## config.mk

```make
export PLATFORM = sky130hd
export DESIGN_NAME = speck128_keyed_byte_hash_unit
export DESIGN_NICKNAME = d
export VERILOG_FILES = /design/src/hw/rtl/spkh_pkg.sv /design/src/hw/rtl/spkh_round.sv /design/src/hw/rtl/spkh_ctrl.sv /design/src/hw/rtl/speck128_keyed_byte_hash_unit.sv
export SDC_FILE = /design/constraint.sdc
export NUM_CORES = 1
export LEC_CHECK = 0
export BUFFER_PORTS_ARGS = -buffer_cell sky130_fd_sc_hd__buf_2
export CAP_MARGIN = 20
export CORE_ASPECT_RATIO = 1.4
export CORE_UTILIZATION = 35
export CTS_CLUSTER_SIZE = 16
export DETAILED_ROUTE_END_ITERATION = 7
export HOLD_SLACK_MARGIN = 0.1
export PLACE_DENSITY = 0.55
export RECOVER_POWER = 100
export SKIP_CTS_REPAIR_TIMING = 1
export SLEW_MARGIN = 20
export SYNTH_ARGS = -nofsm -noshare
export SYNTH_HDL_FRONTEND = slang
export SYNTH_HIERARCHICAL = 1
export SYNTH_SLANG_ARGS = --single-unit
export TNS_END_PERCENT = 100
```

## constraint.sdc

```tcl
create_clock -name clk -period 4.1 [get_ports clk]
set_input_delay 0.615 -clock clk [delete_from_list [all_inputs] [get_ports clk]]
set_output_delay 0.615 -clock clk [all_outputs]
set_load 0.02 [all_outputs]
```

## src/hw/rtl/spkh_pkg.sv

```systemverilog
// Package with the constants, types and control struct of the keyed byte hash.
package spkh_pkg;

  localparam int unsigned ROUNDS      = 32;
  localparam int unsigned ROT_X       = 8;
  localparam int unsigned ROT_Y       = 3;
  localparam int unsigned BLOCK_BYTES = 16;
  localparam int unsigned WORD_W      = 64;
  localparam int unsigned BYTE_W      = 8;
  localparam int unsigned RND_W       = $clog2(ROUNDS);
  localparam int unsigned CNT_W       = $clog2(BLOCK_BYTES);
  localparam int unsigned CFG_IDX_W   = 1;

  typedef logic [WORD_W-1:0] word_t;

  // Configuration register indexes.
  typedef enum logic [CFG_IDX_W-1:0] {
    REG_KEY_LOW  = 1'b0,
    REG_KEY_HIGH = 1'b1
  } cfg_reg_t;

  typedef enum logic [1:0] {
    ST_IDLE,
    ST_ENC,
    ST_FOLD,
    ST_EMIT
  } state_t;

  // Controls from the sequencer to the datapath.
  typedef struct packed {
    logic             in_ready;
    logic             accept;
    logic [CNT_W-1:0] byte_pos;
    logic             start;
    logic             round_en;
    logic [RND_W-1:0] round_idx;
    logic             fold;
    logic             emit;
  } ctl_t;

endpackage

```

## src/hw/rtl/spkh_round.sv

```systemverilog
// One Speck128 round on the data words together with one key schedule round.
module spkh_round (
  input  spkh_pkg::word_t               x_in,
  input  spkh_pkg::word_t               y_in,
  input  spkh_pkg::word_t               ka_in,
  input  spkh_pkg::word_t               kb_in,
  input  logic [spkh_pkg::RND_W-1:0]    round_idx,
  output spkh_pkg::word_t               x_out,
  output spkh_pkg::word_t               y_out,
  output spkh_pkg::word_t               ka_out,
  output spkh_pkg::word_t               kb_out
);

  spkh_pkg::word_t x_rot;
  spkh_pkg::word_t kb_rot;
  spkh_pkg::word_t rnd_word;

  assign x_rot    = {x_in[spkh_pkg::ROT_X-1:0], x_in[spkh_pkg::WORD_W-1:spkh_pkg::ROT_X]};
  assign kb_rot   = {kb_in[spkh_pkg::ROT_X-1:0], kb_in[spkh_pkg::WORD_W-1:spkh_pkg::ROT_X]};
  assign rnd_word = {{(spkh_pkg::WORD_W-spkh_pkg::RND_W){1'b0}}, round_idx};

  // The data round is keyed with the schedule word before it is advanced.
  assign x_out  = (x_rot + y_in) ^ ka_in;
  assign y_out  = {y_in[spkh_pkg::WORD_W-spkh_pkg::ROT_Y-1:0],
                   y_in[spkh_pkg::WORD_W-1:spkh_pkg::WORD_W-spkh_pkg::ROT_Y]} ^ x_out;
  assign kb_out = (kb_rot + ka_in) ^ rnd_word;
  assign ka_out = {ka_in[spkh_pkg::WORD_W-spkh_pkg::ROT_Y-1:0],
                   ka_in[spkh_pkg::WORD_W-1:spkh_pkg::WORD_W-spkh_pkg::ROT_Y]} ^ kb_out;

endmodule

```

## src/hw/rtl/spkh_ctrl.sv

```systemverilog
// Sequencer: byte position, round counter and the states of one block.
module spkh_ctrl (
  input  logic           clk,
  input  logic           rst_n,
  input  logic           in_valid,
  input  logic           in_last_byte,
  input  logic           out_valid,
  input  logic           out_ready,
  output spkh_pkg::ctl_t ctl
);

  spkh_pkg::state_t                state_r, state_nxt;
  logic [spkh_pkg::CNT_W-1:0]      cnt_r, cnt_nxt;
  logic [spkh_pkg::RND_W-1:0]      rnd_r, rnd_nxt;
  logic                            final_r, final_nxt;

  always_ff @(posedge clk) begin
    if (!rst_n) begin
      state_r <= spkh_pkg::ST_IDLE;
      cnt_r   <= '0;
      rnd_r   <= '0;
      final_r <= 1'b0;
    end else begin
      state_r <= state_nxt;
      cnt_r   <= cnt_nxt;
      rnd_r   <= rnd_nxt;
      final_r <= final_nxt;
    end
  end

  always_comb begin
    state_nxt     = state_r;
    cnt_nxt       = cnt_r;
    rnd_nxt       = rnd_r;
    final_nxt     = final_r;
    ctl           = '0;
    ctl.byte_pos  = cnt_r;
    ctl.round_idx = rnd_r;
    case (state_r)
      spkh_pkg::ST_IDLE: begin
        ctl.in_ready = 1'b1;
        if (in_valid) begin
          ctl.accept = 1'b1;
          // A full block wraps the count back to zero by itself.
          cnt_nxt    = cnt_r + 1'b1;
          if (cnt_r == spkh_pkg::CNT_W'(spkh_pkg::BLOCK_BYTES - 1) || in_last_byte) begin
            ctl.start = 1'b1;
            rnd_nxt   = '0;
            final_nxt = in_last_byte;
            state_nxt = spkh_pkg::ST_ENC;
          end
        end
      end
      spkh_pkg::ST_ENC: begin
        ctl.round_en = 1'b1;
        rnd_nxt      = rnd_r + 1'b1;
        if (rnd_r == spkh_pkg::RND_W'(spkh_pkg::ROUNDS - 1)) begin
          state_nxt = spkh_pkg::ST_FOLD;
        end
      end
      spkh_pkg::ST_FOLD: begin
        ctl.fold  = 1'b1;
        cnt_nxt   = '0;
        state_nxt = final_r ? spkh_pkg::ST_EMIT : spkh_pkg::ST_IDLE;
      end
      spkh_pkg::ST_EMIT: begin
        // Wait until the output register is free or being emptied.
        if (!out_valid || out_ready) begin
          ctl.emit  = 1'b1;
          final_nxt = 1'b0;
          state_nxt = spkh_pkg::ST_IDLE;
        end
      end
      default: begin
        state_nxt = spkh_pkg::ST_IDLE;
      end
    endcase
  end

endmodule

```

## src/hw/rtl/speck128_keyed_byte_hash_unit.sv

```systemverilog
// Top level of the Speck128/128 keyed byte hash: key registers, block buffer and datapath.
//
// Message bytes enter on the in_ channel (valid/ready), one byte per word, with
// in_last_byte set on the final byte of a message. The 64-bit hash leaves on the
// out_ channel (valid/ready) once per message. The cfg_ port writes the two key
// words; a block is encrypted with the key as it stands when that block starts.
// A byte that neither fills a block nor ends the message is stored in the block
// buffer. A byte that fills the 16-byte block or ends the message starts an
// encryption: the single round unit runs one round per cycle through all rounds,
// then a fold step XORs both block words into the accumulator. After the fold
// of a final block, an emit step moves the hash into the output register once
// that register is free or being emptied. The output register lets the next
// message start while a hash waits; if a new hash is due while the previous
// one is still stalled, the block holds in_ready low until the receiver takes
// the old one. Reset clears the keys, the block buffer, the byte count, the
// accumulator and the output valid.
module speck128_keyed_byte_hash_unit (
  input  logic                                 clk,
  input  logic                                 rst_n,
  input  logic                                 in_valid,
  output logic                                 in_ready,
  input  logic [spkh_pkg::BYTE_W-1:0]          in_data_byte,
  input  logic                                 in_last_byte,
  output logic                                 out_valid,
  input  logic                                 out_ready,
  output logic [spkh_pkg::WORD_W-1:0]          out_hash_value,
  input  logic                                 cfg_we,
  input  logic [spkh_pkg::CFG_IDX_W-1:0]       cfg_index,
  input  logic [spkh_pkg::WORD_W-1:0]          cfg_data
);

  spkh_pkg::ctl_t                  ctl;
  spkh_pkg::word_t                 key_low_r, key_low_nxt;
  spkh_pkg::word_t                 key_high_r, key_high_nxt;
  logic [2*spkh_pkg::WORD_W-1:0]   blk_r, blk_nxt;
  spkh_pkg::word_t                 acc_r, acc_nxt;
  spkh_pkg::word_t                 ka_r, ka_nxt;
  spkh_pkg::word_t                 kb_r, kb_nxt;
  spkh_pkg::word_t                 out_hash_r, out_hash_nxt;
  logic                            out_valid_r, out_valid_nxt;
  spkh_pkg::word_t                 x_new, y_new, ka_new, kb_new;

  spkh_ctrl u_ctrl (
    .clk          (clk),
    .rst_n        (rst_n),
    .in_valid     (in_valid),
    .in_last_byte (in_last_byte),
    .out_valid    (out_valid_r),
    .out_ready    (out_ready),
    .ctl          (ctl)
  );

  // Low word of the block is the Speck y word, high word the x word.
  spkh_round u_round (
    .x_in      (blk_r[2*spkh_pkg::WORD_W-1:spkh_pkg::WORD_W]),
    .y_in      (blk_r[spkh_pkg::WORD_W-1:0]),
    .ka_in     (ka_r),
    .kb_in     (kb_r),
    .round_idx (ctl.round_idx),
    .x_out     (x_new),
    .y_out     (y_new),
    .ka_out    (ka_new),
    .kb_out    (kb_new)
  );

  always_comb begin
    key_low_nxt   = key_low_r;
    key_high_nxt  = key_high_r;
    blk_nxt       = blk_r;
    acc_nxt       = acc_r;
    ka_nxt        = ka_r;
    kb_nxt        = kb_r;
    out_hash_nxt  = out_hash_r;
    out_valid_nxt = out_valid_r;

    if (cfg_we) begin
      case (cfg_index)
        spkh_pkg::REG_KEY_LOW:  key_low_nxt  = cfg_data;
        spkh_pkg::REG_KEY_HIGH: key_high_nxt = cfg_data;
        default: ;
      endcase
    end

    if (ctl.accept) begin
      blk_nxt[{ctl.byte_pos, 3'b000} +: spkh_pkg::BYTE_W] = in_data_byte;
    end
    if (ctl.start) begin
      ka_nxt = key_low_r;
      kb_nxt = key_high_r;
    end
    if (ctl.round_en) begin
      blk_nxt = {x_new, y_new};
      ka_nxt  = ka_new;
      kb_nxt  = kb_new;
    end
    if (ctl.fold) begin
      acc_nxt = acc_r ^ blk_r[spkh_pkg::WORD_W-1:0]
                      ^ blk_r[2*spkh_pkg::WORD_W-1:spkh_pkg::WORD_W];
      blk_nxt = '0;
    end

    if (out_valid_r && out_ready) begin
      out_valid_nxt = 1'b0;
    end
    if (ctl.emit) begin
      out_hash_nxt  = acc_r;
      out_valid_nxt = 1'b1;
      acc_nxt       = '0;
    end
  end

  always_ff @(posedge clk) begin
    if (!rst_n) begin
      key_low_r   <= '0;
      key_high_r  <= '0;
      blk_r       <= '0;
      acc_r       <= '0;
      out_valid_r <= 1'b0;
    end else begin
      key_low_r   <= key_low_nxt;
      key_high_r  <= key_high_nxt;
      blk_r       <= blk_nxt;
      acc_r       <= acc_nxt;
      out_valid_r <= out_valid_nxt;
    end
  end

  always_ff @(posedge clk) begin
    ka_r       <= ka_nxt;
    kb_r       <= kb_nxt;
    out_hash_r <= out_hash_nxt;
  end

  assign in_ready       = ctl.in_ready;
  assign out_valid      = out_valid_r;
  assign out_hash_value = out_hash_r;

endmodule

```

==> out/qor.yml <==
floorplan:
  fp.dieH_um: 354.7
  die_w_um: 253.9
  core_area_um2: 88130
  start_util: 0.3528
  ios: 145
  die-area_um2: 90050
  fp-row-count: 129
synthesis:
  synthesis.area_um2: 31090
  synth.avg_cell_area_um2: 9.491
  yosys_most_used_dff: "dfxtp_1"
  synth_warnings: 6
  seq_area_frac_synth: 0.3999
  synth.distinct_cells: 101
  synthCells: 3276
  synth_edf_count: 192
  async_flop_share: 0
  synth-seq-cells: 525
  synth_nets: 3489
placed_design:
  place.gp.congestion: 0.9695
  port_buffers: 144
  dp_cells: 4467
  dpl_cell_area_um2: 33100
  place_hpwl_um: 77940
  pre_cts_slack_ns: -0.08242
clocking:
  htreeDepth: 2
  cts_tree: "built"
  clock_path_buffers: 3
  clk_pin_slew_worst_paths_ns: 0.07
  cts.sinks: 525
  root_buffer: "clkbuf_16"
  worstSkewPairLatency_ns: 0.65
  cts_buffers: 54
worst_setup_path:
  critical_path_class: "reg2reg"
  path_cells: "ha_1 -> nand2_1 -> nor2_1 -> nand2_1 -> nor4bb_2 -> o2111ai_1 -> and2_1 -> o21a_1 -> xnor2_1 -> xor2_1 -> mux2_2"
  arrival_ns: 4.37
  endpoint_kind: "register"
  path_delay_family: "simple AND/OR/NAND/NOR gates"
  worstReg2RegStart: "ka_r[35]$_DFFE_PP_"
  cp_slowest_cell: "nor4bb_2"
  cp_slowest_stage_delay_ns: 0.58
  worst_setup_path_start_kind: "register"
  crit_buf_inv: 0
  worstPathRequired_ns: 4.48
  cp-startpoint: "ka_r[35]$_DFFE_PP_"
  crit_path_frequent_cell: "nand2_1"
  critPathMaxFanout: 8
global_route:
  grt_pass1_wl_um: 152500
  grt_overflow_total: 0
  grtUsageTotal: 0.2228
  antenna_found_initial: 1
  grt_pass1_vias: 24680
  grt_start_max_net_pins: 135
drt:
  wl_met2_um: 51800
  routedWlPerCell_um: 22.50
  wl_met1_um: 41180
  drtIter0Drc: 1746
  via_per_inst: 5.481
  routed.top_layer: "met5"
  drc_errors: 2
  firstDrtPassIters: 7
  wirelength_um: 102800
  wl_met3_um: 4717
  vias: 25040
  ant_nets: 0
timing:
  setup_viol: 0
  min_period_ns: 3.990
  worstMarginPinSlew_ns: 3.191
  fin_worst_skew_ns: 0.02780
  slew_headroom: -1.127
  fin_ws_ns: 0.1102
  finalCritPeriodShare: 0.9731
  fmax_ghz: 0.2506
  finalMaxSlewViolations: 424
  hold_violations: 0
  holdWs_ns: 0.2344
  rsz0062_at_grt: "false"
layout:
  area_growth_pct: 11.51
  antenna_cells: 0
  drive_gt1_frac: 0.1195
  n_fill_cell: 9024
  fin_area_um2: 34670
  fin_nets: 3557
  fin_cells: 4569
flow_run:
  cap_violations: 6
power_and_ir_drop:
  cellPowerDensity_nw_per_um2: 447.2
  finalPower_mw: 15.50
  leakagePower_nw: 13.75
  ir_drop_uv: 286.6
run_status:
  status: "finished, violations left"
  failed_checks: "DRC, capacitance limit, slew limit"
min_path:
  hp-start: "cfg_data[19]"
  hold_path.class: "in2reg"
-- layout make-up --
| cell class | count | area [µm²] | share of cell area |
|---|---|---|---|
| multi-input cells | 2502 | 17680 | 0.5099 |
| clock buffers | 78 | 1554 | 0.04482 |
| repair buffers | 214 | 1146 | 0.03306 |
| clock inverters | 24 | 207.7 | 0.005991 |
| flip-flops and latches | 525 | 12430 | 0.3586 |
| inverters | 47 | 176.4 | 0.005089 |
| well taps | 1179 | 1475 | 0.04255 |
-- kinds of logic (layout without fill, tap and decap cells) --
group,Yosys count,in the layout,share of synthesized area
compound gates,892,892,0.2017
simple gates,882,882,0.1313
flops,525,525,0.3999
xor+xnor,456,456,0.1310
buf+inv,249,363,0.03219
mux,138,138,0.04958
fa+ha+maj,134,134,0.05441
-- per-layer routing --
| layer | up-vias | track usage |
|---|---|---|
| met1 | 12050 | 0.2611 |
| met4 | 2 | 0.1054 |
| li1 | 12000 | - |
| met3 | 219 | 0.02633 |
| met5 | - | 0 |
| met2 | 772 | 0.3995 |
-- placed cells by master, fill, tap and decap left out, types with 59 or more instances in the layout --
master / n
dfxtp_1: 333
a21oi_1: 177
o21ai_0: 132
buf_2: 76
a21boi_0: 132
ha_1: 132
a21o_1: 73
nand2_1: 429
and3_1: 69
mux2_2: 118
nand4_1: 71
a221o_1: 59
nor2_1: 154
clkbuf_1: 92
xor2_1: 312
xnor2_1: 138
edfxtp_1: 192
a211oi_1: 67
-- through the flow --
stage | util | setup TNS, ns
CTS | 0.3956 | -0.1082
finish | 0.3934 | 0
floorplan | - | 0
global route | 0.3934 | 0
detailed placement | 0.3756 | -0.08242
global placement | 0.3756 | -0.04684
-- path summary, 6_finish.rpt --
kind         slack (ns)  cells after the start                           end
max                0.11                     11            ka_r[59]$_DFFE_PP_
min                0.23                      3    key_low_r[19]$_SDFFE_PN0P_
max reg2reg        0.11                     11            ka_r[59]$_DFFE_PP_
min reg2reg        0.45                      0  out_hash_value[49]$_DFFE_PP_
-- worst reg2reg max path, stage by stage (launching register included) --
cell and delay [ns]:
edfxtp_1 0.50, ha_1 0.56, nand2_1 0.09, nor2_1 0.21
nand2_1 0.14, nor4bb_2 0.58, o2111ai_1 0.36, and2_1 0.34
o21a_1 0.23, xnor2_1 0.34, xor2_1 0.11, mux2_2 0.28
-- synth_stat cells (all sizes together) (5+ instances only) --
library cell | instances | area (µm²)
a221o | 59 | 590.6
buf | 48 | 244.0
nand4 | 72 | 456.7
or3 | 9 | 56.30
inv | 46 | 172.7
nor2 | 156 | 588.1
a41oi | 6 | 60.06
o21a | 13 | 97.59
xnor2 | 138 | 1231
ha | 132 | 1652
o21ai | 150 | 777.0
a31oi | 44 | 281.5
edfxtp | 192 | 5766
o221ai | 5 | 43.79
dfxtp | 333 | 6666
and2 | 13 | 81.33
o211ai | 12 | 100.1
nor3 | 31 | 207.7
xor2 | 316 | 2798
and3 | 69 | 431.7
mux2i | 10 | 100.1
a211oi | 69 | 528.0
o21bai | 38 | 289.0
nor2b | 19 | 118.9
nor4 | 8 | 50.05
nand2b | 15 | 93.84
nand3 | 31 | 155.2
nand2 | 430 | 1614
a21oi | 180 | 908.4
a221oi | 5 | 50.04
clkbuf | 154 | 580.6
or2 | 10 | 62.56
a311oi | 29 | 266.5
a21boi | 136 | 1032
o31ai | 33 | 281.5
mux2 | 128 | 1441
a21o | 73 | 548.0
-- sequential cells by signal, summed over array words and instances, names as in the netlist --
| register | cells |
|---|---|
| kb_r | 64 |
| u_ctrl/final_r | 1 |
| key_low_r | 64 |
| u_ctrl/cnt_r | 4 |
| blk_r | 128 |
| u_ctrl/state_r | 2 |
| ka_r | 64 |
| key_high_r | 64 |
| out_valid | 1 |
| u_ctrl/rnd_r | 5 |
| acc_r | 64 |
| out_hash_value | 64 |
-- power by group --
part | internal (mW) | total [mW] | switching (mW)
logic | 1.70 | 4.29 | 2.58
registers | 5.81 | 6.26 | 0.448
clock network | 2.77 | 4.96 | 2.19
total | 10.3 | 15.5 | 5.22
No activity file was read; power rests on OpenSTA's default activity.
